File: src/hw/rtl/tfms_pkg.sv
// Shared types and constants for the trigger firing-mode sequencer.
// Item, result and sequencer state structs, event and mode codes, timing constants.
// No dependencies.
`timescale 1ns / 1ps

package tfms_pkg;

  // Trigger event codes
  typedef enum logic [1:0] {
    CMD_IDLE    = 2'd0,
    CMD_PRESS   = 2'd1,
    CMD_HOLD    = 2'd2,
    CMD_RELEASE = 2'd3
  } tfms_cmd_t;

  // Firing modes; the one unused code falls back to auto
  typedef enum logic [2:0] {
    MODE_AUTO    = 3'd0,
    MODE_BURST   = 3'd1,
    MODE_BINARY  = 3'd2,
    MODE_SAFE    = 3'd3,
    MODE_SEMI    = 3'd4,
    MODE_RAMP    = 3'd5,
    MODE_CHARGED = 3'd6
  } tfms_mode_t;

  // Configuration register indexes
  localparam logic [1:0] CFG_FIRE_MODE      = 2'd0;
  localparam logic [1:0] CFG_BURST_LENGTH   = 2'd1;
  localparam logic [1:0] CFG_REVERSIBLE     = 2'd2;
  localparam logic [1:0] CFG_BINARY_TIMEOUT = 2'd3;

  // Rev request codes
  localparam logic [1:0] REV_KEEP  = 2'd0;
  localparam logic [1:0] REV_CLEAR = 2'd1;
  localparam logic [1:0] REV_SET   = 2'd2;

  // Flywheel speed codes
  localparam logic [1:0] RPM_KEEP   = 2'd0;
  localparam logic [1:0] RPM_NONE   = 2'd1;
  localparam logic [1:0] RPM_FULL   = 2'd2;
  localparam logic [1:0] RPM_CHARGE = 2'd3;

  // Buzzer pulse counts
  localparam logic [3:0] BUZZ_NONE     = 4'd0;
  localparam logic [3:0] BUZZ_SLOT     = 4'd4;
  localparam logic [3:0] BUZZ_OVERHEAT = 4'd10;

  // Shot counts
  localparam logic [9:0] SHOT_MAX   = 10'd1023;
  localparam logic [9:0] CONT_SHOTS = 10'd999;

  // Rate ramp, Q5.8
  localparam logic [31:0] RAMP_MS     = 32'd3000;
  localparam logic [12:0] RATE_MIN_Q  = 13'd768;
  localparam logic [12:0] RATE_MAX_Q  = 13'd5120;
  localparam logic [23:0] RAMP_ROUND  = 24'd1500;
  // ceil(2^36 / 3000): exact floor division for dividends below 2^24
  localparam logic [24:0] RAMP_RECIP  = 25'd22906493;
  localparam int          RAMP_SHIFT  = 36;

  // Charged shot timing (ms)
  localparam logic [31:0] READY_MS    = 32'd1646;
  localparam logic [31:0] SLOT2_MS    = 32'd2346;
  localparam logic [31:0] SLOT3_MS    = 32'd3046;
  localparam logic [31:0] OVERHEAT_MS = 32'd4046;
  localparam logic [31:0] LOCKOUT_MS  = 32'd2000;
  localparam logic [2:0]  PHASE_OVERHEAT = 3'd4;

  // Input item
  typedef struct packed {
    tfms_cmd_t   cmd;
    logic [31:0] time_now;
    logic [9:0]  shots_pending;
  } tfms_in_t;

  // Result item
  typedef struct packed {
    logic [9:0]  shots_out;
    logic [1:0]  rev_cmd;
    logic        rate_valid;
    logic [12:0] target_rate;
    logic [1:0]  rpm_cmd;
    logic [31:0] held_time;
    logic [3:0]  buzz_pulses;
    logic [31:0] trigger_time;
  } tfms_out_t;

  // Sequencer state carried between items
  typedef struct packed {
    logic [31:0] trigger_stamp;
    logic [31:0] charge_start;
    logic [31:0] lockout_until;
    logic [2:0]  last_phase;
    logic        hold_active;
  } tfms_state_t;

  // Configuration register set
  typedef struct packed {
    tfms_mode_t  fire_mode;
    logic [7:0]  burst_length;
    logic        reversible;
    logic [15:0] binary_timeout;
  } tfms_cfg_t;

endpackage

File: src/hw/rtl/tfms_step.sv
// Per-item decision logic of the trigger firing-mode sequencer.
// Maps one item, the configuration and the current state to a result and the next state.
// Depends on tfms_pkg.
`timescale 1ns / 1ps

module tfms_step
  import tfms_pkg::*;
(
  input  tfms_in_t    item,
  input  tfms_cfg_t   cfg,
  input  tfms_state_t state,
  output tfms_out_t   result,
  output tfms_state_t state_nxt
);

  // Add n shots when the queue is short, saturating at the maximum
  function automatic logic [9:0] accumulate(input logic [9:0] pend, input logic [7:0] n);
    logic [10:0] sum;
    sum = {1'b0, pend} + {3'b000, n};
    if ((pend < {2'b00, n}) || (pend == 10'd1)) begin
      return (sum > {1'b0, SHOT_MAX}) ? SHOT_MAX : sum[9:0];
    end
    return pend;
  endfunction

  logic [31:0] held_ramp;
  logic [11:0] ramp_t;
  logic [23:0] ramp_num;
  logic [48:0] ramp_prod;
  logic [12:0] ramp_q;
  logic [12:0] rate_ramp;
  logic [31:0] held_chg;
  logic        overheat;
  logic [2:0]  phase;
  logic [31:0] bin_limit;
  logic [7:0]  shot_n;
  logic [9:0]  shots;

  // Rate ramp: 768 + round(4352 * t / 3000), division by reciprocal multiply
  assign held_ramp = item.time_now - state.trigger_stamp;
  assign ramp_t    = held_ramp[11:0];
  assign ramp_num  = {ramp_t, 12'd0} + {4'd0, ramp_t, 8'd0} + RAMP_ROUND;
  assign ramp_prod = ramp_num * RAMP_RECIP;
  assign ramp_q    = ramp_prod[RAMP_SHIFT +: 13];
  assign rate_ramp = (held_ramp >= RAMP_MS) ? RATE_MAX_Q : (RATE_MIN_Q + ramp_q);

  // Charged shot: held time, overheat and armed slot phase
  assign held_chg = item.time_now - state.charge_start;
  assign overheat = (held_chg >= OVERHEAT_MS);
  always_comb begin
    priority if (overheat)          phase = PHASE_OVERHEAT;
    else if (held_chg >= SLOT3_MS)  phase = 3'd3;
    else if (held_chg >= SLOT2_MS)  phase = 3'd2;
    else if (held_chg >= READY_MS)  phase = 3'd1;
    else                            phase = 3'd0;
  end

  assign bin_limit = state.trigger_stamp + {16'd0, cfg.binary_timeout};
  assign shot_n    = (cfg.fire_mode == MODE_BURST) ? cfg.burst_length : 8'd1;

  // Mode rules
  always_comb begin
    state_nxt = state;
    shots     = item.shots_pending;
    result    = '0;
    result.target_rate = RATE_MIN_Q;

    unique case (cfg.fire_mode)
      MODE_BURST, MODE_SEMI: begin
        if (cfg.reversible) begin
          unique case (item.cmd)
            CMD_PRESS: begin
              state_nxt.trigger_stamp = item.time_now;
              result.rev_cmd = REV_SET;
            end
            CMD_HOLD:    result.rev_cmd = REV_SET;
            CMD_RELEASE: begin
              result.rev_cmd = REV_CLEAR;
              shots = accumulate(item.shots_pending, shot_n);
            end
            default: ;
          endcase
        end else if (item.cmd == CMD_PRESS) begin
          state_nxt.trigger_stamp = item.time_now;
          shots = accumulate(item.shots_pending, shot_n);
        end
      end
      MODE_BINARY: begin
        if ((item.cmd == CMD_PRESS) ||
            ((item.cmd == CMD_RELEASE) && (item.time_now < bin_limit))) begin
          state_nxt.trigger_stamp = item.time_now;
          shots = accumulate(item.shots_pending, cfg.burst_length);
        end
      end
      MODE_SAFE: shots = '0;
      MODE_RAMP: begin
        unique case (item.cmd)
          CMD_PRESS: begin
            state_nxt.trigger_stamp = item.time_now;
            result.rate_valid = 1'b1;
            shots = CONT_SHOTS;
          end
          CMD_HOLD: begin
            result.rate_valid  = 1'b1;
            result.target_rate = rate_ramp;
          end
          CMD_RELEASE: begin
            if (item.shots_pending > 10'd1) shots = 10'd1;
          end
          default: begin
            if (item.shots_pending == '0) result.rate_valid = 1'b1;
          end
        endcase
      end
      MODE_CHARGED: begin
        unique case (item.cmd)
          CMD_PRESS: begin
            if (item.time_now >= state.lockout_until) begin
              state_nxt.charge_start = item.time_now;
              state_nxt.hold_active  = 1'b1;
              state_nxt.last_phase   = '0;
              result.rev_cmd = REV_SET;
              result.rpm_cmd = RPM_CHARGE;
              shots = '0;
            end
          end
          CMD_HOLD: begin
            if (state.hold_active) begin
              if (phase > state.last_phase) begin
                result.buzz_pulses = overheat ? BUZZ_OVERHEAT : BUZZ_SLOT;
                state_nxt.last_phase = phase;
              end
              if (overheat) begin
                result.rev_cmd = REV_CLEAR;
                result.rpm_cmd = RPM_NONE;
                shots = '0;
              end else if (phase != 3'd0) begin
                result.rev_cmd = REV_SET;
                result.rpm_cmd = RPM_FULL;
              end else begin
                result.rev_cmd   = REV_SET;
                result.rpm_cmd   = RPM_CHARGE;
                result.held_time = held_chg;
              end
            end
          end
          CMD_RELEASE: begin
            if (state.hold_active) begin
              result.rev_cmd = REV_CLEAR;
              if (overheat) begin
                shots = '0;
                state_nxt.lockout_until = item.time_now + LOCKOUT_MS;
              end else begin
                shots = {7'd0, phase};
                state_nxt.hold_active = 1'b0;
                result.rpm_cmd = RPM_NONE;
              end
            end
          end
          default: begin
            if (state.hold_active && (item.time_now >= state.lockout_until)) begin
              state_nxt.hold_active = 1'b0;
              result.rpm_cmd = RPM_NONE;
            end
          end
        endcase
      end
      default: begin
        // auto, and the unused code
        if (item.cmd == CMD_PRESS) begin
          state_nxt.trigger_stamp = item.time_now;
          shots = {2'b00, cfg.burst_length};
        end else if ((item.cmd == CMD_RELEASE) && (item.shots_pending > 10'd1)) begin
          shots = 10'd1;
        end
      end
    endcase

    result.shots_out    = shots;
    result.trigger_time = state_nxt.trigger_stamp;
  end

endmodule

File: src/hw/rtl/trigger_firing_mode_sequencer_top.sv
// Top level of the trigger firing-mode sequencer.
// Input and result registers, configuration registers and sequencer state.
// Depends on tfms_pkg and tfms_step.
`timescale 1ns / 1ps

// Usage:
//   Input channel (in_valid / in_stall / in_data) carries one trigger event
//   with its millisecond timestamp and the pending shot count. The result
//   channel (out_valid / out_stall / out_data) returns exactly one result
//   item per input item, in order.
//   Configuration (cfg_valid / cfg_ready / cfg_index / cfg_data) writes the
//   mode, burst length, reversible flag and binary timeout; cfg_ready is
//   always high. Write it only while no item is in flight.
//   Path: an accepted item lands in the input register, and its result is
//   registered in the result register once that register is free, and then
//   shows on out_data. Throughput is one item per cycle while out_stall does
//   not hold a result, set by the single decision stage between the input
//   and result registers; the state it updates is registered at the same
//   edge as the result, ready for the following item.
//   Reset: both stages empty, state cleared, registers at their defaults
//   (auto mode, burst length 3, not reversible, binary timeout 500 ms).
//   While out_stall holds a result, the input register keeps one more item
//   and then in_stall rises until the result is taken.

module trigger_firing_mode_sequencer_top
  import tfms_pkg::*;
(
  input  logic        clk,
  input  logic        rst_n,
  input  logic        in_valid,
  output logic        in_stall,
  input  tfms_in_t    in_data,
  output logic        out_valid,
  input  logic        out_stall,
  output tfms_out_t   out_data,
  input  logic        cfg_valid,
  output logic        cfg_ready,
  input  logic [1:0]  cfg_index,
  input  logic [15:0] cfg_data
);

  tfms_cfg_t   cfg_r;
  tfms_state_t state_r;
  tfms_state_t state_nxt;
  tfms_in_t    in_r;
  logic        in_vld_r;
  tfms_out_t   out_r;
  tfms_out_t   result;
  logic        out_vld_r;
  logic        adv;
  logic        in_take;

  // Handshake: the decision stage moves whenever the result register is free
  assign adv       = in_vld_r && !(out_vld_r && out_stall);
  assign in_stall  = in_vld_r && !adv;
  assign in_take   = in_valid && !in_stall;
  assign cfg_ready = 1'b1;
  assign out_valid = out_vld_r;
  assign out_data  = out_r;

  // Configuration registers
  always_ff @(posedge clk) begin
    if (!rst_n) begin
      cfg_r.fire_mode      <= MODE_AUTO;
      cfg_r.burst_length   <= 8'd3;
      cfg_r.reversible     <= 1'b0;
      cfg_r.binary_timeout <= 16'd500;
    end else if (cfg_valid && cfg_ready) begin
      unique case (cfg_index)
        CFG_FIRE_MODE:      cfg_r.fire_mode      <= tfms_mode_t'(cfg_data[2:0]);
        CFG_BURST_LENGTH:   cfg_r.burst_length   <= cfg_data[7:0];
        CFG_REVERSIBLE:     cfg_r.reversible     <= cfg_data[0];
        CFG_BINARY_TIMEOUT: cfg_r.binary_timeout <= cfg_data;
        default: ;
      endcase
    end
  end

  // Input register
  always_ff @(posedge clk) begin
    if (!rst_n) begin
      in_vld_r <= 1'b0;
    end else if (in_take) begin
      in_vld_r <= 1'b1;
    end else if (adv) begin
      in_vld_r <= 1'b0;
    end
  end

  always_ff @(posedge clk) begin
    if (in_take) begin
      in_r <= in_data;
    end
  end

  // Decision logic
  tfms_step u_step (
    .item      (in_r),
    .cfg       (cfg_r),
    .state     (state_r),
    .result    (result),
    .state_nxt (state_nxt)
  );

  // Sequencer state advances with each item
  always_ff @(posedge clk) begin
    if (!rst_n) begin
      state_r <= '0;
    end else if (adv) begin
      state_r <= state_nxt;
    end
  end

  // Result register
  always_ff @(posedge clk) begin
    if (!rst_n) begin
      out_vld_r <= 1'b0;
    end else if (adv) begin
      out_vld_r <= 1'b1;
    end else if (!out_stall) begin
      out_vld_r <= 1'b0;
    end
  end

  always_ff @(posedge clk) begin
    if (adv) begin
      out_r <= result;
    end
  end

  // Checks
  a_state_hold: assert property (@(posedge clk) disable iff (!rst_n)
    !adv |=> $stable(state_r))
    else $error("sequencer state changed without an item");

  a_hold_end: assert property (@(posedge clk) disable iff (!rst_n)
    $fell(state_r.hold_active) |-> $past(adv) && ($past(cfg_r.fire_mode) == MODE_CHARGED))
    else $error("charge hold ended outside charged mode");

  a_rate_range: assert property (@(posedge clk) disable iff (!rst_n)
    out_vld_r |-> (out_r.target_rate >= RATE_MIN_Q) && (out_r.target_rate <= RATE_MAX_Q))
    else $error("target rate out of range");

  a_full_stall: assert property (@(posedge clk) disable iff (!rst_n)
    in_vld_r && out_vld_r && out_stall |=> $stable(in_r) && in_vld_r)
    else $error("held item lost under stall");

endmodule
File: config.mk
export PLATFORM = sky130hd
export DESIGN_NAME = trigger_firing_mode_sequencer_top
export DESIGN_NICKNAME = d
export VERILOG_FILES = /design/src/hw/rtl/tfms_pkg.sv /design/src/hw/rtl/tfms_step.sv /design/src/hw/rtl/trigger_firing_mode_sequencer_top.sv
export SDC_FILE = /design/constraint.sdc
export NUM_CORES = 1
export LEC_CHECK = 0
export BUFFER_PORTS_ARGS = -buffer_cell sky130_fd_sc_hd__clkbuf_2
export CORE_UTILIZATION = 34
export DETAILED_ROUTE_END_ITERATION = 12
export MAX_ROUTING_LAYER = met4
export PLACE_DENSITY = 0.6
export SLEW_MARGIN = 30
export SYNTH_ARGS = -nofsm -noshare
export SYNTH_HDL_FRONTEND = slang
export SYNTH_SLANG_ARGS = --single-unit
File: constraint.sdc
create_clock -name clk -period 20.7 [get_ports clk]
set_input_delay 2.07 -clock clk [delete_from_list [all_inputs] [get_ports clk]]
set_output_delay 2.07 -clock clk [all_outputs]
set_load 0.05 [all_outputs]
== Word-level counts from Yosys, hierarchy flattened ==
Index checks and enable logic that the tools add are counted.
Word-level totals
  input port bits: 67
  bits in read-only memories: 0
  bits in writable memories: 0
  output and inout bits: 99
  word-level logic and storage cells: 176
  latch bits: 0
  memories: 0
  bits in registers: 270
Cells by class
  reduce and logical (&&, ||, !) cells: 34
  multiply operators: 1
  $add $sub $neg: 9
  equal/unequal tests: 17
  shift-type cells: 0
  bitwise operators: 4
  muxes and demuxes: 75
  divide/modulo/power cells: 0
  $lt $le $gt $ge: 13
Operators with widths (number)
  10-bit two-way mux: 18
  32-bit by 12-bit >= comparator with 1-bit output (second input constant): 4
  32-bit two-way mux: 4
  32-bit case mux with 2 select lines: 1
  32-bit subtractor: 2
  10-bit case mux with 5 select lines: 1
  24-bit by 25-bit multiplier with 49-bit output (second input constant): 1
  38-bit two-way mux: 1
  32-bit by 11-bit adder with 32-bit output (second input constant): 1
  32-bit by 16-bit adder with 32-bit output: 1
  32-bit by 11-bit >= comparator with 1-bit output (second input constant): 1
  32-bit >= comparator: 1
  32-bit < comparator: 1
  10-bit case mux with 3 select lines: 1
  24-bit by 11-bit adder with 24-bit output (second input constant): 1
  24-bit by 20-bit adder with 24-bit output: 1
  1-bit two-way mux: 23
  10-bit by 8-bit adder with 11-bit output: 2
  11-bit by 10-bit > comparator with 1-bit output (second input constant): 2
  10-bit by 8-bit < comparator with 1-bit output: 2
  10-bit case mux with 2 select lines: 1
  3-bit two-way mux: 6
  2-bit two-way mux: 7
  10-bit by 13-bit adder with 13-bit output (first input constant): 1
  33 further kinds: 69

== Depth between registers and ports, before layout ==
  depth after elaboration: 12
  depth in mapped cells: 48
  depth with buffers taken out: 47

== By module ==
From an unflattened synthesis, not the netlist that was laid out.
Second synthesis, totals
  cells, all modules: 3142
  area total of the unflattened synthesis: 28670.0 um^2
Modules (own cells, without submodules)
  tfms_step: area each 19154.6 um^2, seq. area each 0.0 um^2, cells an instance 2437, times used 1
  trigger_firing_mode_sequencer_top: area each 9515.4 um^2, seq. area each 6806.5 um^2, cells an instance 705, times used 1

== Worst setup path before layout ==
OpenSTA, ideal clock, no wires.
  kind: register to register
  start: reg in_r[10] (netlist bit)
  end: reg out_r, in the netlist out_data[82] (data pin)
  clock period less this slack: 10.299 ns
  path buffers: 0
  slack: 10.401 ns
  setup time: 0.271 ns
  arrival: 10.028 ns
  cell stages (with the launch flop): 46
  required time: 20.429 ns
  path through: edfxtp_1 -> inv_1 -> ha_1 -> inv_1 -> fa_1 -> a21o_1 -> a21oi_2 -> o21bai_1 -> a21oi_1 -> xnor2_1 -> ha_1 -> o21a_1 -> a21oi_1 -> o21bai_1 -> a21oi_1 -> o31ai_1 -> nand3_1 -> xor2_1 -> [10 not listed] -> fa_1 -> inv_1 -> fa_1 -> inv_1 -> ha_1 -> nand2_1 -> or3_1 -> a211oi_1 -> o21ai_0 -> a21o_1 -> o311ai_0 -> a21oi_1 -> xnor2_1 -> inv_1 -> ha_1 -> a211o_1 -> xnor2_1 -> a21oi_1
On the way
  longest elaborated chain between the ends: 6
  elaborated cells between the ends (all ways): 7
  classes of those cells: add/sub: 4; mul: 1; order compare: 1; mux: 1
RTL lines
  start: declaration: line trigger_firing_mode_sequencer_top.sv:45  | tfms_in_t in_r;
  start signal: assignment: line trigger_firing_mode_sequencer_top.sv:92  | in_r <= in_data;
  32-bit subtractor (*): line tfms_step.sv:40  | assign held_ramp = item.time_now - state.trigger_stamp;
  24-bit by 20-bit adder with 24-bit output: line tfms_step.sv:42  | assign ramp_num = {ramp_t, 12'd0} + {4'd0, ramp_t, 8'd0} + RAMP_ROUND;
  24-bit by 11-bit adder with 24-bit output: line tfms_step.sv:42
  24-bit by 25-bit multiplier with 49-bit output: line tfms_step.sv:43  | assign ramp_prod = ramp_num * RAMP_RECIP;
  10-bit by 13-bit adder with 13-bit output: line tfms_step.sv:45  | assign rate_ramp = (held_ramp >= RAMP_MS) ? RATE_MAX_Q : (RATE_MIN_Q + ramp_q);
  13-bit two-way mux (*): line tfms_step.sv:45
  end signal: assignment: line trigger_firing_mode_sequencer_top.sv:127  | out_r <= result;
  end: declaration: line trigger_firing_mode_sequencer_top.sv:47  | tfms_out_t out_r;
Every way passes the cells marked *; elsewhere a longest branch is shown, timed or not.
A chain may end at the register's enable or synchronous reset.

== Worst setup path in the final report ==
Ends and elaborated chain as after synthesis.

==> results_dict.tcl <==
set metrics [dict create \
    path_class "register to register" \
    maxCapViolCount 0 \
    arrival_ps 11670 \
    ctsHoldBuffers 0 \
    drc 0 \
    grt-ovfl-total 0 \
    crit_path_start_kind "register" \
    post_drt_wl_per_cell_um 17.6 \
    grt_max_degree 93 \
    fp.dieH_um 281 \
    worstHoldEndpoint "state_r[5]$_SDFFE_PN0P_" \
    multi_input_area_mm2 0.0179 \
    r2r-start "in_r[10]$_DFFE_PP_" \
    dr_total_vias 21200 \
    ioPinCount 166 \
    clock_latency_ps 600 \
    h-tree-depth 1 \
    rows 101 \
    cts.reportedPaths.clkPinSlew_ps 70 \
    syn_avg_cell_area_um2 8.94 \
    cts_resized 0 \
    gp_congestion 0.977 \
    drt_iter0_markers 1421 \
    nFillCells 7727 \
    yosysSeqAreaShare 0.255 \
    post-route-min-period_ps 11370 \
    async_flop_share 0 \
    dr.pass1.iters 5 \
    port_buffers 163 \
    grt_usage 0.189 \
    finalHoldViolCount 0 \
    syn2layout_area_growth_pct 12.2 \
    clk_path_buf_depth 3 \
    core_mm2 0.0765 \
    cp-end-kind "register" \
    grt_pass1_vias 20300 \
    worstPathRequired_ps 21000 \
    synth-main-ff-cell "edfxtp_1" \
    drive_gt1_frac 0.0910 \
    synth.ff_latch_count 268 \
    numCtsBuffers 30 \
    die_x_um 281 \
    dpl_cell_area_mm2 0.0285 \
    r2r_setup_slack_ps 9330 \
    grt_pass1_wl_um 114000 \
    synth_cells 2959 \
    yosys_warnings 0 \
    die_area_mm2 0.0789 \
    worstMarginPinSlew_ps 975 \
    cts_tree "done" \
    critPathMaxFanout 5 \
    stdcell_area_mm2 0.0297 \
    fin_crit_sh 0.549 \
    setup-violations-final 0 \
    min_path_type "register to register" \
    rsz0062_at_grt "no" \
    nNetsFinal 3734 \
    yosysUniqueCellTypes 93 \
    final_core_util 0.388 \
    synth_edf_count 138 \
    start_util 0.346 \
    seq_area_mm2 0.00675 \
    vias_per_cell 5.09 \
    fin_worst_skew_ps 37.6 \
    num_antenna_cells 0 \
    reg2reg_depth 45 \
    r2r_end "out_data[82]$_SDFFCE_PN0P_" \
    fmax_mhz 88.0 \
    drv_slew 0 \
    cts_root_buffer "clkbuf_16" \
    critical_path.max_stage_delay_ps 530 \
    ant_nets 0 \
    pre_cts_slack_ps 9450 \
    crit_top_cell "inv_1" \
    outcome "completed" \
    grt_antenna_before_repair 1 \
    synth_area_mm2 0.0265 \
    post_cts_buffers 0 \
    fin_ws_ps 9330 \
    slew_headroom 0.344 \
    wl_um 73400 \
    holdPathStages 2 \
    hold_start "state_r[5]$_SDFFE_PN0P_" \
    cp_slowest_cell "fa_1" \
    dp_hpwl_um 59600 \
    fin_setup_tns_ps 0 \
    clock_sink_count 268 \
]
-- final cells by class --
cell class	count	share of cell area
clock buffers	34	0.0283
clock inverters	22	0.00885
inverters	422	0.0535
multi-input cells	2210	0.604
flip-flops and latches	268	0.227
well taps	1030	0.0434
repair buffers	188	0.0346
-- worst max-delay path: cells and delay by family (launching register included) --
family,cells,cell delay [ps]
buffers and inverters,8,680
DFF,1,420
AOI/OAI and AO/OA,16,2940
adders and majority gates,13,5170
xor gates and xnor gates,4,940
and+or+nand+nor,4,920
-- state kept, by name (all words and copies together), names as in the netlist --
signal,count
out_valid,1
state_r,100
cfg_r,28
out_data,94
in_vld_r,1
in_r,44
-- cell usage after synthesis, drive strengths merged (18+ instances only) --
library cell	n	area [µm²]
inv	420	1580
a21oi	218	1120
or3	18	118
xnor2	91	797
mux2i	55	551
nand4	27	169
and3	19	119
o21bai	23	173
o21a	32	240
ha	384	4800
a21o	73	548
nand2b	21	131
nand2	206	776
a211oi	33	248
nor2	272	1020
dfxtp	130	2600
edfxtp	138	4140
nor3	57	285
fa	163	3260
nand3	53	265
o21ai	140	704
clkbuf	65	244
nor2b	29	184
xor2	47	412
-- stage by stage --
step / hold slack, ps / cells
after floorplan: 436 / 2980
after global routing: 487 / 4174
after global placement: 445 / 4117
after detailed placement: 448 / 4117
after CTS: 457 / 4173
final: 458 / 4174
-- worst max path at each step --
| stage | start | end | slack [ps] |
|---|---|---|---|
| floorplan | in_r[10]$_DFFE_PP_ | out_data[82]$_SDFFCE_PN0P_ | 10400 |
| global placement | in_r[10]$_DFFE_PP_ | out_data[82]$_SDFFCE_PN0P_ | 9580 |
| detailed placement | in_r[10]$_DFFE_PP_ | out_data[82]$_SDFFCE_PN0P_ | 9450 |
| CTS | in_r[10]$_DFFE_PP_ | out_data[82]$_SDFFCE_PN0P_ | 9390 |
| global route | in_r[10]$_DFFE_PP_ | out_data[82]$_SDFFCE_PN0P_ | 8520 |
| finish | in_r[10]$_DFFE_PP_ | out_data[82]$_SDFFCE_PN0P_ | 9330 |
-- layout by cell type (no fill, tap or decap), types with 33 or more instances in the layout --
cell type / count
edfxtp_1: 138
clkbuf_16: 33
dfxtp_1: 130
a21o_1: 73
inv_1: 420
a21oi_1: 212
fa_1: 163
clkbuf_2: 163
ha_1: 384
nand2_1: 205
xor2_1: 46
o21ai_0: 131
a211oi_1: 33
nand3_1: 52
mux2i_1: 55
xnor2_1: 90
nor2_1: 272
nor3_1: 57
-- cell families (layout without fill, tap and decap cells) --
kind of cell | after synthesis | count (layout) | synth area share
flops | 268 | 268 | 0.255
other cells | 2 | 23 | 0.000284
compound gates | 660 | 660 | 0.160
buf+inv | 502 | 666 | 0.0723
xor+xnor | 140 | 140 | 0.0474
fa+ha+maj | 548 | 548 | 0.305
mux | 59 | 59 | 0.0225
simple gates | 780 | 780 | 0.138
-- per-layer routing --
layer	GRT usage	routed length, µm	vias up
met4	0.0380	1510	0
li1	-	-	10500
met5	-	0	-
met2	0.294	32600	545
met1	0.259	35000	10100
met3	0.0289	4300	81
Power is left out: the tool's default activity adds up to more than one toggle a clock period on the data nets, which glitch-free logic cannot reach.
